## config.mk

```make
export PLATFORM = sky130hd
export DESIGN_NAME = wnss_front
export DESIGN_NICKNAME = d
export VERILOG_FILES = /design/src/sv/wnss_pkg.sv /design/src/sv/wnss_front.sv
export SDC_FILE = /design/constraint.sdc
export NUM_CORES = 1
export LEC_CHECK = 0
export ABC_AREA = 1
export ABC_CLOCK_PERIOD_IN_PS = 17100
export BUFFER_PORTS_ARGS = -buffer_cell sky130_fd_sc_hd__buf_2
export CELL_PAD_IN_SITES_DETAIL_PLACEMENT = 1
export CELL_PAD_IN_SITES_GLOBAL_PLACEMENT = 2
export CORE_UTILIZATION = 29
export DETAILED_ROUTE_END_ITERATION = 16
export PLACE_DENSITY_LB_ADDON = 0.1
export SLEW_MARGIN = 20
export SYNTH_ARGS = -nofsm -noshare
export SYNTH_HDL_FRONTEND = slang
export SYNTH_SLANG_ARGS = --single-unit
```

## constraint.sdc

```tcl
create_clock -name i_clk -period 17.1 [get_ports i_clk]
set_input_delay 3.42 -clock i_clk [delete_from_list [all_inputs] [get_ports i_clk]]
set_output_delay 3.42 -clock i_clk [all_outputs]
set_load 0.005 [all_outputs]
```

## src/sv/wnss_pkg.sv

```systemverilog
`default_nettype none

package wnss_pkg;

    // Table geometry and number formats.
    localparam int MAX_ENTRIES  = 1024;
    localparam int FEATURE_BITS = 16;
    localparam int NFEAT        = 6;
    localparam int NREG         = 6;
    localparam int WEIGHT_BITS  = 16;
    localparam int ADDR_W       = (MAX_ENTRIES > 1) ? $clog2(MAX_ENTRIES) : 1;
    localparam int CNT_W        = $clog2(MAX_ENTRIES + 1);
    localparam int IDX_W        = 10;
    localparam int DIST_W       = 48;
    localparam int CFG_IDX_W    = 3;

    // Depth of the command queue between front and back; a power of two so
    // the pointers wrap on their own.
    localparam int QUEUE_DEPTH  = 2;
    localparam int QPTR_W       = $clog2(QUEUE_DEPTH);

    localparam logic [DIST_W-1:0] DIST_MAX = '1;

    // Weight reset values, register 0 in the low slot.
    localparam logic [NREG-1:0][WEIGHT_BITS-1:0] WEIGHT_RESET = {
        16'd4096, 16'd4096, 16'd4096, 16'd4096, 16'd41, 16'd4096
    };

    // Action codes of an input word.
    typedef enum logic [1:0] {
        ACT_CLEAR  = 2'd0,
        ACT_APPEND = 2'd1,
        ACT_QUERY  = 2'd2,
        ACT_UNUSED = 2'd3
    } t_action;

    // Operations handed from the front to the back.
    typedef enum logic [1:0] {
        OP_NOP    = 2'd0,
        OP_CLEAR  = 2'd1,
        OP_APPEND = 2'd2,
        OP_QUERY  = 2'd3
    } t_op;

    // Configuration register indexes.
    typedef enum logic [CFG_IDX_W-1:0] {
        REG_W_TEMP     = 3'd0,
        REG_W_SLACK    = 3'd1,
        REG_W_ACCEPT   = 3'd2,
        REG_W_CRIT     = 3'd3,
        REG_W_IMBAL    = 3'd4,
        REG_W_STALE    = 3'd5
    } t_reg_idx;

    typedef logic [FEATURE_BITS-1:0] t_feat;
    typedef t_feat [NFEAT-1:0] t_vec;

    typedef struct packed {
        logic [1:0]               action;
        logic signed [15:0]       temp_progress;
        logic signed [15:0]       worst_slack;
        logic signed [15:0]       acceptance_rate;
        logic signed [15:0]       crit_density;
        logic signed [15:0]       cost_imbalance;
        logic signed [15:0]       stale_moves;
    } t_in_word;

    typedef struct packed {
        logic                     found;
        logic [IDX_W-1:0]         nearest_index;
        logic [DIST_W-1:0]        best_distance;
        logic                     append_dropped;
    } t_out_word;

    // Classified command as it travels through the queue.
    typedef struct packed {
        t_op  op;
        t_vec feat;
    } t_cmd;

endpackage

`default_nettype wire

```

## src/sv/wnss_front.sv

```systemverilog
`default_nettype none

module wnss_front
    import wnss_pkg::*;
(
    input  wire logic     i_clk,
    input  wire logic     i_rst_n,
    input  wire logic     i_valid,
    output logic          o_ready,
    input  wire t_in_word i_data,
    output logic          o_cmd_valid,
    input  wire logic     i_cmd_ready,
    output t_cmd          o_cmd
);

    logic r_valid;
    logic n_valid;
    t_cmd r_cmd;
    t_cmd n_cmd;
    logic take;

    // The holding register frees up whenever its word moves on.
    assign o_ready     = !r_valid || i_cmd_ready;
    assign take        = i_valid && o_ready;
    assign o_cmd_valid = r_valid;
    assign o_cmd       = r_cmd;

    // Classify the action and gather the features into one vector.
    always_comb begin
        n_cmd.feat[0] = i_data.temp_progress;
        n_cmd.feat[1] = i_data.worst_slack;
        n_cmd.feat[2] = i_data.acceptance_rate;
        n_cmd.feat[3] = i_data.crit_density;
        n_cmd.feat[4] = i_data.cost_imbalance;
        n_cmd.feat[5] = i_data.stale_moves;
        case (t_action'(i_data.action))
            ACT_CLEAR:  n_cmd.op = OP_CLEAR;
            ACT_APPEND: n_cmd.op = OP_APPEND;
            ACT_QUERY:  n_cmd.op = OP_QUERY;
            default:    n_cmd.op = OP_NOP;
        endcase
    end

    always_comb begin
        n_valid = r_valid;
        if (take) begin
            n_valid = 1'b1;
        end else if (i_cmd_ready) begin
            n_valid = 1'b0;
        end
    end

    always_ff @(posedge i_clk) begin
        if (!i_rst_n) begin
            r_valid <= 1'b0;
        end else begin
            r_valid <= n_valid;
        end
    end

    always_ff @(posedge i_clk) begin
        if (take) begin
            r_cmd <= n_cmd;
        end
    end

endmodule

`default_nettype wire

```

== Word level (Yosys, flattened, before mapping) ==
Cells that the tools add are included.

* Flip-flop bits (word level): 99
* Input port bits: 102
* Output and inout bits: 100
* Logic and storage cells: 18

* Eq/ne operators: 2
* Multiplexer cells: 3
* Reduce and logical (&&, ||, !) cells: 5

{| class="wikitable"
|+ Operators with widths
! kind !! number
|-
| $pmux 2 s3 || 1
|-
| $eq 2x1->1 const B || 1
|-
| $eq 2x2->1 const B || 1
|-
| $logic_not 2->1 || 1
|-
| $mux 1 || 2
|-
| $reduce_bool 2->1 || 1
|-
| $logic_and 1x1->1 || 1
|-
| $logic_not 1->1 || 1
|-
| $logic_or 1x1->1 || 1
|}

== Logic depth before layout (Yosys ltp) ==
* Depth after elaboration: 4
* Mapped depth: 4
* Depth with buffers taken out: 4

== Worst setup path after synthesis ==
OpenSTA, ideal clock, no wires.

* Path type: in2reg
* Start: input port i_valid
* End: register r_cmd, in the netlist o_cmd[0] (enable)
* Setup time: 587 ps
* Arrival: 8,209 ps
* Required time: 16,513 ps
* Setup slack: 8,304 ps
* Stages: 2
* Buffers on the path: 0
* Cell sequence: inv_1 > a21oi_1

* Cells in the longest elaborated chain, start to end: 1

{| class="wikitable"
|+ Ends and longest elaborated chain
! what !! line !! source
|-
| start, declared || wnss_front.sv:8 || <nowiki>input wire logic i_valid,</nowiki>
|-
| $logic_and 1x1->1 || wnss_front.sv:24 || <nowiki>assign take = i_valid && o_ready;</nowiki>
|-
| end signal, assigned || wnss_front.sv:63 || <nowiki>r_cmd <= n_cmd;</nowiki>
|-
| end, declared || wnss_front.sv:18 || <nowiki>t_cmd r_cmd;</nowiki>
|}

Every way passes these cells.
A chain may end at the register's enable or synchronous reset.

== Final worst setup path ==
* Start: input port i_cmd_ready
* End: output port o_ready

* Cells in the longest elaborated chain, start to end: 1

{| class="wikitable"
|+ Ends and longest elaborated chain
! what !! line !! source
|-
| start, declared || wnss_front.sv:12 || <nowiki>input wire logic i_cmd_ready,</nowiki>
|-
| $logic_or 1x1->1 || wnss_front.sv:23 || <nowiki>assign o_ready = !r_valid || i_cmd_ready;</nowiki>
|-
| end, declared || wnss_front.sv:9 || <nowiki>output logic o_ready,</nowiki>
|}

Every way passes these cells.

==> out/qor.yml <==
power.density_mw_per_mm2: 110
die_w_um: 104
cp-end-kind: "output pin"
post_cts_resized: 0
crit_top_cell: "buf_2"
tns_ns: 0
overflow: 0
relSlewSlack_pct: 55.3
synth_nets: 217
via_count: 1900
crit_type: "input pin to output pin"
worstHoldStart: "o_cmd_valid"
combPwrFrac_pct: 7.0
io_buffer_count: 201
setup_viol: 0
slowest_stage: "buf_2"
mostFrequentLayoutCell: "buf_2"
ys_ff_latch: 99
reg2reg_from: "o_cmd_valid"
cts_tree: "done"
drive_gt1_share_pct: 66.9
n_fill_cell: 1063
grt_usage_pct: 12.6
final_cells: 465
grt_start_max_net_pins: 56
io_pins: 202
rsz0062_at_grt: "no"
area_growth_pct: 46.9
yosys_warnings: 0
drt-pass1-iter-count: 4
total_power_uw: 492
rows: 37
routed_wl_mm: 6.82
antenna_found_initial: 0
ir_drop_uv: 43.7
clock_sinks: 99
root_buffer: "clkbuf_8"
netlist_area_mm2: 0.00305
synth_cell_types: 9
fin_nets: 431
grt_pass1_vias: 1925
hold_class: "flip-flop to flip-flop"
fin_crit_ns: 7.20
crit_chain: "buf_2 -> inv_2 -> nand2_2 -> buf_2"
tightest_slew_ns: 0.670
cp_max_fo: 2
placed_cell_area_mm2: 0.00425
drt_iter0_drc: 68
coreArea_mm2: 0.0102
insertion_delay_ns: 0.35
htreeDepth: 3
syn-mean-instance-area_um2: 27.2
hold_viol: 0
dp.cells: 451
wl_per_cell_um: 14.7
cp_num_buf_inv: 3
clock.fmax_mhz: 139
crit_family: "buffers and inverters"
worst_clock_skew_ns: 0.0119
crit_start: "i_cmd_ready"
syn_inst: 112
outcome: "finished, final reports clean"
p_leak_uw: 0.00193
dp_hpwl_mm: 5.14
cts_setup_buffers: 0
switching_share_pct: 19.3
grt_pass1_wl_mm: 10.1
start_util_pct: 29.8
start_kind: "input pin"
ys_seq_area_share_pct: 97.2
p_sw_uw: 95.0
cts-buffers-inserted: 9
path_clk_slew_ns: 0.09
clk_path_buf_depth: 2
drv_cap: 0
hold_buffers: 0
design_area_mm2: 0.00448
power.internal_uw: 397
place_congestion: 0.683
drc: 0
cp.arrival_ns: 3.78
power.share.sequential_pct: 58.3
holdWs_ns: 0.537
timing_max_transition_violations_final: 0
required_ns: 13.68
final_cell_mix: "buf_2 (201), edfxtp_1 (98), clkbuf_8 (9)"
viasPerCell: 4.09
die_h_um: 104
die_area_mm2: 0.0109
diodes: 0
power_frac_clock_pct: 34.7
antenna_left: 0
finalCritPeriodShare_pct: 42.1
cpPeakStageDelay_ns: 0.13
-- tightest hold or removal path, delay by kind of cell, from the launching register on --
family / cells / cell delay [ns]
AOI/OAI and AO/OA: 1 / 0.04
DFF: 1 / 0.36
and+or+nand+nor: 1 / 0.10
-- registers in the layout (all words and copies together) (netlist names) --
register	cells
o_cmd_valid	1
o_cmd	98
-- worst paths after layout --
kind | end | slack (ns) | cells past startpoint
worst min-delay path | o_cmd_valid | 0.54 | 2
worst max-delay path | o_ready | 9.90 | 4
worst max register to register | o_cmd[53] | 15.05 | 3
worst min register to register | o_cmd_valid | 0.54 | 2
-- metal layers --
| metal | GRT usage, % | part of all wire, % |
|---|---|---|
| met1 | 13.3 | 36 |
| met2 | 21.7 | 51 |
| met3 | 5.26 | 11 |
| met4 | 5.82 | 1.7 |
| met5 | 0 | 0 |
-- final cells by class --
class	instances	area [µm²]	area share [%]
multi-input combinational	8	76.3	1.71
sequential	99	2960	66.2
tap	136	170	3.80
clock buffer	9	124	2.77
timing repair buffer	203	1020	22.8
inverter	5	18.8	0.419
clock inverter	5	103	2.29
-- power by group through the flow --
stage	clock [µW]	sequential (µW)	combinational [µW]
floorplan	0	297	5.13
detailed placement	0	292	35.2
global placement	0	292	34.7
CTS	178	287	35.3
finish	171	287	34.3
global route	185	288	37.9
-- logic make-up after synthesis --
group / after synthesis / synth area share (%)
flip-flops: 99 / 97.2
buffers and inverters: 5 / 0.616
adder cells (fa/ha/maj): 3 / 1.23
AND/OR/NAND/NOR: 3 / 0.452
AO/OA/AOI/OAI: 2 / 0.452
-- stage by stage --
step / utilization (%) / setup WS (ns)
after floorplan: - / 8.30
after global placement: 41.5 / 9.91
after detailed placement: 41.5 / 9.90
after CTS: 43.7 / 9.90
after global routing: 43.7 / 9.87
final: 43.7 / 9.90
-- synthesized netlist by cell type --
cell / count / area share (%)
nand2_2: 1 / 0.21
nor2_1: 2 / 0.25
a21oi_2: 1 / 0.29
dfxtp_1: 1 / 0.66
inv_1: 4 / 0.49
inv_2: 1 / 0.12
edfxtp_1: 98 / 97
ha_1: 3 / 1.2
a21oi_1: 1 / 0.16
No activity file was read; power rests on OpenSTA's default activity.
