**config.mk**
```make
export PLATFORM = sky130hd
export DESIGN_NAME = wnss_queue
export DESIGN_NICKNAME = d
export VERILOG_FILES = /design/src/sv/wnss_pkg.sv /design/src/sv/wnss_queue.sv
export SDC_FILE = /design/constraint.sdc
export NUM_CORES = 1
export LEC_CHECK = 0
export BUFFER_PORTS_ARGS = -buffer_cell sky130_fd_sc_hd__buf_2
export CAP_MARGIN = 15
export CORE_UTILIZATION = 45
export CTS_CLUSTER_DIAMETER = 50
export DETAILED_ROUTE_END_ITERATION = 8
export PLACE_DENSITY = 0.7
export RECOVER_POWER = 100
export SLEW_MARGIN = 20
export SYNTH_ARGS = -nofsm -noshare
export SYNTH_HDL_FRONTEND = slang
export SYNTH_SLANG_ARGS = --single-unit
```
**constraint.sdc**
```tcl
create_clock -name i_clk -period 4.8 [get_ports i_clk]
set_input_delay 0.48 -clock i_clk [delete_from_list [all_inputs] [get_ports i_clk]]
set_output_delay 0.48 -clock i_clk [all_outputs]
set_load 0.01 [all_outputs]
```
**src/sv/wnss_pkg.sv**
```systemverilog
`default_nettype none

package wnss_pkg;

    // Table geometry and number formats.
    localparam int MAX_ENTRIES  = 1024;
    localparam int FEATURE_BITS = 16;
    localparam int NFEAT        = 6;
    localparam int NREG         = 6;
    localparam int WEIGHT_BITS  = 16;
    localparam int ADDR_W       = (MAX_ENTRIES > 1) ? $clog2(MAX_ENTRIES) : 1;
    localparam int CNT_W        = $clog2(MAX_ENTRIES + 1);
    localparam int IDX_W        = 10;
    localparam int DIST_W       = 48;
    localparam int CFG_IDX_W    = 3;

    // Depth of the command queue between front and back; a power of two so
    // the pointers wrap on their own.
    localparam int QUEUE_DEPTH  = 2;
    localparam int QPTR_W       = $clog2(QUEUE_DEPTH);

    localparam logic [DIST_W-1:0] DIST_MAX = '1;

    // Weight reset values, register 0 in the low slot.
    localparam logic [NREG-1:0][WEIGHT_BITS-1:0] WEIGHT_RESET = {
        16'd4096, 16'd4096, 16'd4096, 16'd4096, 16'd41, 16'd4096
    };

    // Action codes of an input word.
    typedef enum logic [1:0] {
        ACT_CLEAR  = 2'd0,
        ACT_APPEND = 2'd1,
        ACT_QUERY  = 2'd2,
        ACT_UNUSED = 2'd3
    } t_action;

    // Operations handed from the front to the back.
    typedef enum logic [1:0] {
        OP_NOP    = 2'd0,
        OP_CLEAR  = 2'd1,
        OP_APPEND = 2'd2,
        OP_QUERY  = 2'd3
    } t_op;

    // Configuration register indexes.
    typedef enum logic [CFG_IDX_W-1:0] {
        REG_W_TEMP     = 3'd0,
        REG_W_SLACK    = 3'd1,
        REG_W_ACCEPT   = 3'd2,
        REG_W_CRIT     = 3'd3,
        REG_W_IMBAL    = 3'd4,
        REG_W_STALE    = 3'd5
    } t_reg_idx;

    typedef logic [FEATURE_BITS-1:0] t_feat;
    typedef t_feat [NFEAT-1:0] t_vec;

    typedef struct packed {
        logic [1:0]               action;
        logic signed [15:0]       temp_progress;
        logic signed [15:0]       worst_slack;
        logic signed [15:0]       acceptance_rate;
        logic signed [15:0]       crit_density;
        logic signed [15:0]       cost_imbalance;
        logic signed [15:0]       stale_moves;
    } t_in_word;

    typedef struct packed {
        logic                     found;
        logic [IDX_W-1:0]         nearest_index;
        logic [DIST_W-1:0]        best_distance;
        logic                     append_dropped;
    } t_out_word;

    // Classified command as it travels through the queue.
    typedef struct packed {
        t_op  op;
        t_vec feat;
    } t_cmd;

endpackage

`default_nettype wire

```
**src/sv/wnss_queue.sv**
```systemverilog
`default_nettype none

module wnss_queue
    import wnss_pkg::*;
(
    input  wire logic i_clk,
    input  wire logic i_rst_n,
    input  wire logic i_push_valid,
    output logic      o_push_ready,
    input  wire t_cmd i_push_cmd,
    output logic      o_pop_valid,
    input  wire logic i_pop_ready,
    output t_cmd      o_pop_cmd
);

    t_cmd              r_slot [QUEUE_DEPTH];
    logic [QPTR_W-1:0] r_wr_ptr;
    logic [QPTR_W-1:0] r_rd_ptr;
    logic [QPTR_W:0]   r_fill;
    logic              push;
    logic              pop;

    assign o_push_ready = (r_fill != (QPTR_W+1)'(QUEUE_DEPTH));
    assign o_pop_valid  = (r_fill != '0);
    assign o_pop_cmd    = r_slot[r_rd_ptr];
    assign push         = i_push_valid && o_push_ready;
    assign pop          = i_pop_ready && o_pop_valid;

    // Pointers and fill level.
    always_ff @(posedge i_clk) begin
        if (!i_rst_n) begin
            r_wr_ptr <= '0;
            r_rd_ptr <= '0;
            r_fill   <= '0;
        end else begin
            if (push) begin
                r_wr_ptr <= r_wr_ptr + 1'b1;
            end
            if (pop) begin
                r_rd_ptr <= r_rd_ptr + 1'b1;
            end
            if (push && !pop) begin
                r_fill <= r_fill + 1'b1;
            end else if (pop && !push) begin
                r_fill <= r_fill - 1'b1;
            end
        end
    end

    // Command slots.
    always_ff @(posedge i_clk) begin
        if (push) begin
            r_slot[r_wr_ptr] <= i_push_cmd;
        end
    end

endmodule

`default_nettype wire

```
* Word level (Yosys, flattened, before mapping)
Memories as Yosys holds them, arrays and structs flattened. A register that Yosys moved wholly into a read port is not among the register bits. Cells that the tools add are included.
Operators by class: muxes and demuxes 6, $add $sub $neg 4, eq/ne operators 1, reductions and logical operators 8
Operator list (number):
- $logic_and 1x1->1 | 4
- $mux 1 | 4
- $mux 2 | 2
- $reduce_bool 2->1 | 2
- $add 1x1->1 const B | 2
- $add 2x1->2 const B | 1
- $logic_not 1->1 | 2
- $ne 2x2->1 const B | 1
- $sub 2x1->2 const B | 1
Word-level totals: memory bits (writable) 196, memories 1, logic and storage cells 23, bits of input ports 102, register bits after elaboration 4
Memories:
- r_slot | words 2, width 98, rd ports 1, clocked after Yosys merged registers in 1, write ports 1, RTL line wnss_queue.sv:16 | t_cmd r_slot [QUEUE_DEPTH];

* Depth between registers and ports, before layout
Gate-level depths: netlist of run 1.
depth after elaboration 6, mapped depth 6, depth with buffers taken out 6

* Worst setup path before layout of run 1
Ideal clock, no wire load.
kind reg-to-reg, from reg r_fill[0], to mem r_slot[1][0] (netlist bit) (enable), stages on the path, launching flop included 3, arrival time 2892 ps, library setup time 468 ps, setup slack 1440 ps, clock period less this slack 3360 ps, required time 4332 ps, buffers on the path 0, cell sequence dfxtp_1 nand2b_4 and3_1
On the way: cells in the longest elaborated chain, start to end 4
RTL lines:
- from (decl) | RTL line wnss_queue.sv:19 | logic [QPTR_W:0] r_fill;
- from (signal assigned) | RTL line wnss_queue.sv:43 | r_fill <= r_fill + 1'b1;
- from (signal assigned) | RTL line wnss_queue.sv:45 | r_fill <= r_fill - 1'b1;
- $ne 2x2->1 | RTL line wnss_queue.sv:23 | assign o_push_ready = (r_fill != (QPTR_W+1)'(QUEUE_DEPTH));
- net o_push_ready | RTL line wnss_queue.sv:9 | output logic o_push_ready,
- $logic_and 1x1->1 | RTL line wnss_queue.sv:26 | assign push = i_push_valid && o_push_ready;
- $mux 1 | RTL line wnss_queue.sv:52 | if (push) begin
- $mux 1 (implied by the code) | RTL line wnss_queue.sv:53 | r_slot[r_wr_ptr] <= i_push_cmd;
- to (decl) | RTL line wnss_queue.sv:16
The timed path passes the listed nets, and every way through them passes these cells.

==> flow_summary.json, run 1 <==
{
  "outcome": "finished, violations left",
  "violations": "max-capacitance violations, max-slew violations",
  "slowest_stage": "dfxtp_2",
  "synth_area_leaders": "edfxtp_1, mux2_2, mux2_4",
  "fmax_ghz": 0.288,
  "antenna_found_initial": 0,
  "cpPeakStageDelay_ps": 1350,
  "setup_tns_ps": 0,
  "met2_usage": 0.248,
  "hp-class": "in -> reg",
  "hold_viol": 0,
  "cts.sinks": 201,
  "post_cts_buffers": 0,
  "startpoint_type": "flip-flop",
  "synth-seq-area-share": 0.810,
  "overflow": 0,
  "diodes": 0,
  "r2r_slack_ps": 1400,
  "clkTransAtPathRegs_ps": 60,
  "path_buf_inv": 2,
  "hpwl_um": 8490,
  "grt.busiest_layer": "met2",
  "ys_seq_elements": 201,
  "syn_nets": 432,
  "firstDrtPassIters": 4,
  "gp_congestion": 0.684,
  "syn_to_final_growth_pct": 24.6,
  "fp.dieW_um": 130,
  "cts_resized": 0,
  "fin_area_sq_um": 9210,
  "wl_per_cell_um": 17.1,
  "coreArea_sq_um": 15900,
  "synth_most_common_cell": "edfxtp_1",
  "met1_usage": 0.175,
  "switchingPower_mw": 1.31,
  "cts_tree": "yes",
  "routed_wl_um": 13300,
  "clkPwrFrac": 0.360,
  "power_density_nw_per_um2": 560,
  "cp_cell_sequence": "buf_4, mux2_1, buf_2",
  "syn_inst": 329,
  "crit_required_ps": 4320,
  "synthArstFlopShare": 0,
  "drc": 0,
  "grt_pass1_wl_um": 18800,
  "fin_worst_skew_ps": 6.99,
  "grt_max_degree": 71,
  "period_needed_ps": 3470,
  "syn_avg_cell_area_sq_um": 22.5,
  "initialDrtViolationCount": 103,
  "via_count": 3736,
  "via_per_inst": 4.80,
  "synth.distinct_cells": 21,
  "crit_family": "flip-flops",
  "io_pins": 202,
  "postPlaceCellArea_sq_um": 8620,
  "crit_type": "reg -> out",
  "htree_levels": 1,
  "cp_max_fo": 64,
  "rows": 46,
  "ant_nets": 0,
  "worst_pin_slew_ps": 2080,
  "design.die.area_sq_um": 16900,
  "yosysWarnings": 0,
  "ctsHoldBuffers": 0,
  "synth_edf_count": 196,
  "yosysTopAreaCell": "edfxtp_1",
  "ys.flop_type": "edfxtp_1",
  "synthTopCellsByCount": "edfxtp_1, mux2_2, mux2_4",
  "vdd_drop_max_mv": 0.417,
  "die_h_um": 130,
  "crit_arrival_ps": 2990,
  "cts-root-buf": "clkbuf_16",
  "cap_violations": 3,
  "multi_input_area_sq_um": 1240,
  "nFillCells": 1279,
  "pwr-share-seq": 0.451,
  "power_frac_comb": 0.189,
  "grt_pass1_vias": 3781,
  "rsz0062_at_grt": "no",
  "seqCellArea_sq_um": 5990,
  "p_leak_nw": 3.19,
  "setup_viol": 0,
  "met3_usage": 0.0517,
  "io_buffers": 201,
  "groute.usage.overall": 0.147,
  "finalCritPeriodShare": 0.724,
  "drv_slew": 132,
  "insertion_delay_ps": 490,
  "cts_made_buffers": 22,
  "switching_share": 0.254,
  "cts_max_path_buffers": 3,
  "initial_core_util": 0.463,
  "drive_above_1_share": 0.374,
  "synth_top_cell_area_share": 0.797,
  "syn_area_sq_um": 7390,
  "relSlewSlack": -0.384,
  "intPower_mw": 3.84,
  "worst_setup_path_end_kind": "primary output",
  "finalNetCount": 649
}
cell usage in the layout, fill, tap and decap left out, types with 2 or more instances in the layout:
cell | synthesis | final
a21boi_0 | 1 | 2
and2_0 | 0 | 2
and2_1 | 4 | 2
buf_2 | 7 | 87
bufinv_16 | 0 | 6
clkbuf_1 | 0 | 116
clkbuf_16 | 0 | 23
clkinv_2 | 0 | 6
dfxtp_1 | 5 | 4
edfxtp_1 | 196 | 196
inv_6 | 0 | 2
mux2_1 | 0 | 19
mux2_2 | 78 | 78
o21ai_0 | 1 | 2
xnor2_1 | 2 | 2
power by group through the flow:
stage | Clock [mW] | Combinational, mW | Sequential (mW)
after global placement | 0 | 1.07 | 2.35
after CTS | 1.89 | 1.10 | 2.33
final | 1.85 | 0.972 | 2.33
after floorplan | 0 | 0.778 | 2.29
after detailed placement | 0 | 1.09 | 2.37
after global routing | 1.96 | 1.05 | 2.35
layout make-up:
| cell class | instances | share of cell area |
|---|---|---|
| clock buffers | 24 | 0.0629 |
| clock inverters | 16 | 0.0261 |
| inverters | 1 | 0.000680 |
| multi-input cells | 116 | 0.135 |
| flip-flops and latches | 201 | 0.650 |
| well taps | 216 | 0.0294 |
| repair buffers | 204 | 0.0954 |
cells by family after synthesis:
| kind of cell | count (synthesis) | share of synthesized area |
|---|---|---|
| flip-flops | 201 | 0.810 |
| multiplexers | 98 | 0.160 |
| buffers and inverters | 12 | 0.0113 |
| AND/OR/NAND/NOR | 9 | 0.00881 |
| AO/OA/AOI/OAI | 5 | 0.00474 |
| XOR/XNOR | 3 | 0.00356 |
| adder cells (fa/ha/maj) | 1 | 0.00169 |
final timing paths:
path / startpoint / end / cells past startpoint
max: flip-flop / o_pop_cmd[69] / 3
min: i_push_cmd[0] / r_slot[0][0]$_DFFE_PP_ / 1
max reg2reg: r_fill[0]$_SDFFE_PN0P_ / r_slot[0][58]$_DFFE_PP_ / 4
min reg2reg: r_fill[1]$_SDFFE_PN0P_ / r_fill[1]$_SDFFE_PN0P_ / 2
per-stage QoR:
stage	util	hold slack (ps)	cells	total power, mW	worst slack, ps
floorplan	-	512	329	3.07	1440
global placement	0.540	525	738	3.43	2240
detailed placement	0.540	562	738	3.46	2200
CTS	0.592	155	778	5.32	1680
global route	0.577	153	778	5.37	1080
finish	0.577	178	778	5.15	1330
flip-flops by register name, summed over array words and instances (netlist names), named ones only:
register and flops:
r_wr_ptr 1, r_rd_ptr 1, r_slot 196, r_fill 2
per-layer routing:
layer	part of all wire	wire, um	vias up
met5	0	0	-
met4	0.015	203	0
met3	0.090	1200	21
li1	-	-	1743
met1	0.41	5470	1828
met2	0.48	6450	144
Note: power is estimated with default switching activity, not from simulation.
==> inputs of run 2 (changes only) <==
--- a/config.mk
+++ b/config.mk
@@ -5,12 +5,13 @@
 export SDC_FILE = /design/constraint.sdc
 export NUM_CORES = 1
 export LEC_CHECK = 0
+export ABC_AREA = 1
 export BUFFER_PORTS_ARGS = -buffer_cell sky130_fd_sc_hd__buf_2
 export CAP_MARGIN = 15
 export CORE_UTILIZATION = 45
 export CTS_CLUSTER_DIAMETER = 50
 export DETAILED_ROUTE_END_ITERATION = 8
-export PLACE_DENSITY = 0.7
+export PLACE_DENSITY = 0.73
 export RECOVER_POWER = 100
 export SLEW_MARGIN = 20
 export SYNTH_ARGS = -nofsm -noshare
==> constraint.sdc (replaced) <==
create_clock -name i_clk -period 3.11 [get_ports i_clk]
set_input_delay 0.311 -clock i_clk [delete_from_list [all_inputs] [get_ports i_clk]]
set_output_delay 0.311 -clock i_clk [all_outputs]
set_load 0.01 [all_outputs]
==> flow_summary.json, run 2 <==
{
  "initial_core_util": 0.463,
  "vdd_drop_max_mv": 0.608,
  "io_pins": 202,
  "reg_top3": "r_slot: 196 flops, r_fill: 2 flops",
  "syn_avg_cell_area_sq_um": 21.6,
  "ys_seq_elements": 201,
  "fin_area_sq_um": 9990,
  "ant_nets": 0,
  "firstDrtPassIters": 4,
  "layout.cells.most_common": "edfxtp_1",
  "cts.sinks": 201,
  "regToRegStartpoint": "r_fill[0]$_SDFFE_PN0P_",
  "yosysWarnings": 0,
  "synthArstFlopShare": 0,
  "hp-class": "in -> reg",
  "worst_setup_path_end_kind": "primary output",
  "setup_tns_ps": 0,
  "groute.usage.overall": 0.164,
  "crit_arrival_ps": 2280,
  "min_from": "i_push_cmd[34]",
  "syn_area_sq_um": 7380,
  "cp_max_fo": 42,
  "crit_family": "buffers and inverters",
  "power_density_nw_per_um2": 778,
  "relSlewSlack": 0.0597,
  "p_leak_nw": 3.50,
  "drv_slew": 0,
  "cts_made_buffers": 24,
  "synthTopCellsByCount": "edfxtp_1, mux2_2, mux2_4",
  "switchingPower_mw": 2.02,
  "worst_pin_slew_ps": 1410,
  "synth_top_cell_area_share": 0.797,
  "via_count": 4149,
  "cts-root-buf": "clkbuf_16",
  "die_h_um": 130,
  "met3_usage": 0.0410,
  "clkPwrFrac": 0.340,
  "io_buffers": 201,
  "crit_type": "reg -> out",
  "insertion_delay_ps": 490,
  "overflow": 0,
  "hpwl_um": 8640,
  "path_buf_inv": 2,
  "fp.dieW_um": 130,
  "fin_worst_skew_ps": 10.2,
  "met1_usage": 0.182,
  "drive_above_1_share": 0.285,
  "syn_nets": 445,
  "antenna_found_initial": 0,
  "setup_viol": 0,
  "synth_most_common_cell": "edfxtp_1",
  "synth.distinct_cells": 15,
  "design.die.area_sq_um": 16900,
  "initialDrtViolationCount": 163,
  "grt_max_degree": 54,
  "setup_slack_ps": 517,
  "fin_cells": 876,
  "cts_tree": "yes",
  "grt_pass1_wl_um": 21300,
  "yosysTopAreaCell": "edfxtp_1",
  "grt.busiest_layer": "met2",
  "finalNetCount": 749,
  "coreArea_sq_um": 15900,
  "crit_required_ps": 2800,
  "cts_max_path_buffers": 3,
  "startpoint_type": "flip-flop",
  "htree_levels": 1,
  "switching_share": 0.260,
  "synth_edf_count": 196,
  "clkTransAtPathRegs_ps": 50,
  "postPlaceCellArea_sq_um": 8660,
  "largest_reg_flops": 196,
  "via_per_inst": 4.74,
  "ys.flop_type": "edfxtp_1",
  "gp_congestion": 0.736,
  "intPower_mw": 5.75,
  "routed_wl_um": 14500,
  "synth_area_leaders": "edfxtp_1, mux2_2, mux2_4",
  "finalCritPeriodShare": 0.834,
  "rsz0062_at_grt": "no",
  "dp.cells": 754,
  "cp_cell_sequence": "clkbuf_4, mux2_1, buf_2",
  "slowest_stage": "clkbuf_4",
  "outcome": "finished, final reports clean",
  "rows": 46,
  "cap_violations": 0,
  "place_ws_ps": 1190,
  "syn_inst": 342,
  "pwr-share-seq": 0.459,
  "grt_pass1_vias": 4463,
  "synth-seq-area-share": 0.811,
  "power_frac_comb": 0.201,
  "cpPeakStageDelay_ps": 610,
  "met2_usage": 0.300,
  "largest-register": "r_slot",
  "diodes": 0,
  "hold_viol": 0,
  "layout_common_cells": "edfxtp_1, clkbuf_1, dlygate4sd3_1",
  "period_needed_ps": 2590,
  "drc": 0,
  "fmax_ghz": 0.386,
  "syn_to_final_growth_pct": 35.2,
  "wl_per_cell_um": 16.5
}
[run 2: logic make-up after synthesis]
group / after synthesis / share of synthesized area
and+or+nand+nor: 19 / 0.0102
buffers and inverters: 19 / 0.0149
adders and majority gates: 1 / 0.00169
DFF: 201 / 0.811
AOI/OAI and AO/OA: 4 / 0.00305
muxes: 98 / 0.160
[run 2: final timing paths]
path	end	slack, ps	depth (start not counted)
worst max-delay path	o_pop_cmd[82]	520	3
worst min-delay path	r_slot[1][34]$_DFFE_PP_	20	1
worst max register to register	r_slot[1][84]$_DFFE_PP_	780	5
worst min register to register	r_rd_ptr$_SDFFE_PN0P_	510	2
[run 2: power groups by stage]
stage | registers [mW] | clock network, mW | logic, mW
after floorplan | 3.57 | 0 | 1.09
after global placement | 3.60 | 0 | 1.60
after detailed placement | 3.62 | 0 | 1.64
after CTS | 3.57 | 2.70 | 1.73
after global routing | 3.61 | 2.80 | 1.70
final | 3.57 | 2.64 | 1.56
[run 2: layout make-up]
class	count	area (sq um)
Timing Repair Buffer	289	1700
Sequential cell	201	5990
Fill cell	1217	5960
Inverter	8	30.0
Tap cell	216	270
Clock inverter	9	111
Multi-Input combinational cell	122	1240
Clock buffer	31	648
[run 2: stage by stage]
stage,util,hold slack (ps),power (mW)
detailed placement,0.543,494,5.26
global route,0.626,4.85,8.11
floorplan,-,410,4.66
CTS,0.642,0.0166,7.99
global placement,0.543,476,5.20
finish,0.626,18.6,7.77
[run 2: timing repair]
item / 4_1_cts / 5_1_grt
hold buffers: 81 / 1
resized for setup: 0 / 0
hold endpoints to repair: 156 / 2
endpoints found under the setup margin: 0 / 0
buffers inserted: 0 / 0
[run 2: per-layer routing]
layer  vias to the layer above  part of all wire
li1                       1952                 -
met3                        35             0.069
met2                       173              0.51
met1                      1989              0.39
met4                         0             0.026
met5                         -                 0
==> inputs of run 3 (changes only) <==
--- a/config.mk
+++ b/config.mk
@@ -11,7 +11,7 @@
 export CORE_UTILIZATION = 45
 export CTS_CLUSTER_DIAMETER = 50
 export DETAILED_ROUTE_END_ITERATION = 8
-export PLACE_DENSITY = 0.73
+export PLACE_DENSITY = 0.7
 export RECOVER_POWER = 100
 export SLEW_MARGIN = 20
 export SYNTH_ARGS = -nofsm -noshare
==> constraint.sdc (replaced) <==
create_clock -name i_clk -period 2.53 [get_ports i_clk]
set_input_delay 0.253 -clock i_clk [delete_from_list [all_inputs] [get_ports i_clk]]
set_output_delay 0.253 -clock i_clk [all_outputs]
set_load 0.01 [all_outputs]
==> flow_summary.json, run 3 (synthesized netlist as in run 2, its figures left out) <==
{
  "outcome": "finished, final reports clean",
  "finalCritPeriodShare": 0.881,
  "via_per_inst": 4.69,
  "startpoint_type": "flip-flop",
  "fmax_ghz": 0.449,
  "setup_viol": 0,
  "setup_slack_ps": 300,
  "cts.sinks": 201,
  "cp_max_fo": 52,
  "firstDrtPassIters": 4,
  "diodes": 0,
  "antenna_found_initial": 0,
  "ant_nets": 0,
  "regToRegStartpoint": "r_fill[0]$_SDFFE_PN0P_",
  "overflow": 0,
  "largest_reg_flops": 196,
  "hp-class": "in -> reg",
  "slowest_stage": "buf_4",
  "io_pins": 202,
  "period_needed_ps": 2230,
  "wl_per_cell_um": 16.2,
  "power_density_nw_per_um2": 925,
  "gp_congestion": 0.686,
  "worst_pin_slew_ps": 1130,
  "htree_levels": 1,
  "grt_pass1_vias": 4417,
  "die_h_um": 130,
  "drv_slew": 0,
  "cts_tree": "yes",
  "cpPeakStageDelay_ps": 550,
  "fin_worst_skew_ps": 7.96,
  "hpwl_um": 8650,
  "grt_max_degree": 60,
  "worstHoldPathCells": 3,
  "min_from": "i_rst_n",
  "seqCellArea_sq_um": 5990,
  "cap_violations": 0,
  "io_buffers": 201,
  "via_count": 4187,
  "crit_required_ps": 2280,
  "layout.cells.most_common": "edfxtp_1",
  "multi_input_area_sq_um": 1230,
  "hold_viol": 0,
  "cts-root-buf": "clkbuf_16",
  "largest-register": "r_slot",
  "ff2ff_path_depth": 5,
  "routed_wl_um": 14400,
  "insertion_delay_ps": 480,
  "cp_cell_sequence": "buf_4, mux2_2, clkbuf_1",
  "crit_type": "reg -> out",
  "groute.usage.overall": 0.166,
  "crit_arrival_ps": 1980,
  "cts_max_path_buffers": 3,
  "finalNetCount": 764,
  "layout_common_cells": "edfxtp_1, clkbuf_1, dlygate4sd3_1",
  "drc": 0,
  "rsz0062_at_grt": "no",
  "dp.cells": 754,
  "initial_core_util": 0.463,
  "initialDrtViolationCount": 194,
  "vdd_drop_max_mv": 0.695,
  "place_ws_ps": 826,
  "fp.dieW_um": 130,
  "r2r_slack_ps": 420,
  "cts_made_buffers": 23,
  "syn_to_final_growth_pct": 36.2,
  "relSlewSlack": 0.245,
  "coreArea_sq_um": 15900,
  "reg_top3": "r_slot: 196 flops, r_fill: 2 flops",
  "setup_tns_ps": 0,
  "r2r_end": "r_slot[1][25]$_DFFE_PP_",
  "rows": 46,
  "clkTransAtPathRegs_ps": 50,
  "design.die.area_sq_um": 16900,
  "p_leak_nw": 3.49,
  "nFillCells": 1239,
  "drive_above_1_share": 0.250,
  "fin_cells": 893,
  "worst_setup_path_end_kind": "primary output",
  "grt_pass1_wl_um": 21500
}
run 3: cell count changes in the layout (fill, tap and decap cells not counted), sizes merged:
cell         previous run  this run
bufinv                  2         1
dlygate4sd3            82        98
clkbuf                172       183
buf                    66        57
clkinv                  4         5
inv                    10         9
run 3: final cells by class:
class	count	share of cell area
inverters	8	0.00299
well taps	216	0.0269
flip-flops and latches	201	0.596
multi-input cells	122	0.123
clock buffers	33	0.0610
clock inverters	8	0.00746
repair buffers	305	0.184
run 3: where the power goes:
part	leakage, nW	total, mW	internal (mW)	switching, mW
clock network	0.327	2.99	1.79	1.20
registers	1.87	4.33	4.22	0.110
logic	1.29	1.98	0.841	1.14
total	3.49	9.30	6.85	2.45
run 3: per-stage QoR:
stage / hold slack, ps / util / cell area [sq um] / power [mW]
floorplan: 352 / - / 7400 / 5.72
global placement: 440 / 0.546 / 8700 / 6.44
detailed placement: 444 / 0.546 / 8700 / 6.51
CTS: 14.6 / 0.650 / 10400 / 9.63
global route: 31.2 / 0.631 / 10100 / 9.72
finish: 40.1 / 0.631 / 10100 / 9.30
run 3: worst max path at each step:
| stage | start | to | slack (ps) | depth (start not counted) |
|---|---|---|---|---|
| final | flip-flop | o_pop_cmd[84] | 300 | 3 |
| after global routing | flip-flop | o_pop_cmd[18] | 180 | 3 |
| after CTS | flip-flop | o_pop_cmd[96] | 300 | 3 |
| after floorplan | r_fill[0]$_SDFFE_PN0P_ | r_slot[0][0]$_DFFE_PP_ | 20 | 4 |
| after global placement | flip-flop | o_pop_cmd[24] | 850 | 3 |
| after detailed placement | flip-flop | o_pop_cmd[96] | 830 | 3 |
run 3: worst max-delay path, delay by kind of cell, from the launching register on:
family	cells	cell delay, ps
mux	1	430
flops	1	340
buf+inv	2	680
run 3: timing repair:
item / CTS / global route
resized for setup: 0 / 0
hold endpoints to repair: 196 / 0
setup endpoints to repair: 0 / 0
setup buffers: 0 / 0
hold buffers: 98 / 0
run 3: per-layer routing:
layer | global-route usage | up-vias | routed length (um)
met5 | 0 | - | 0
met1 | 0.192 | 2023 | 5780
met4 | 0.0424 | 0 | 266
met3 | 0.0467 | 25 | 1040
met2 | 0.302 | 163 | 7370
li1 | - | 1976 | -
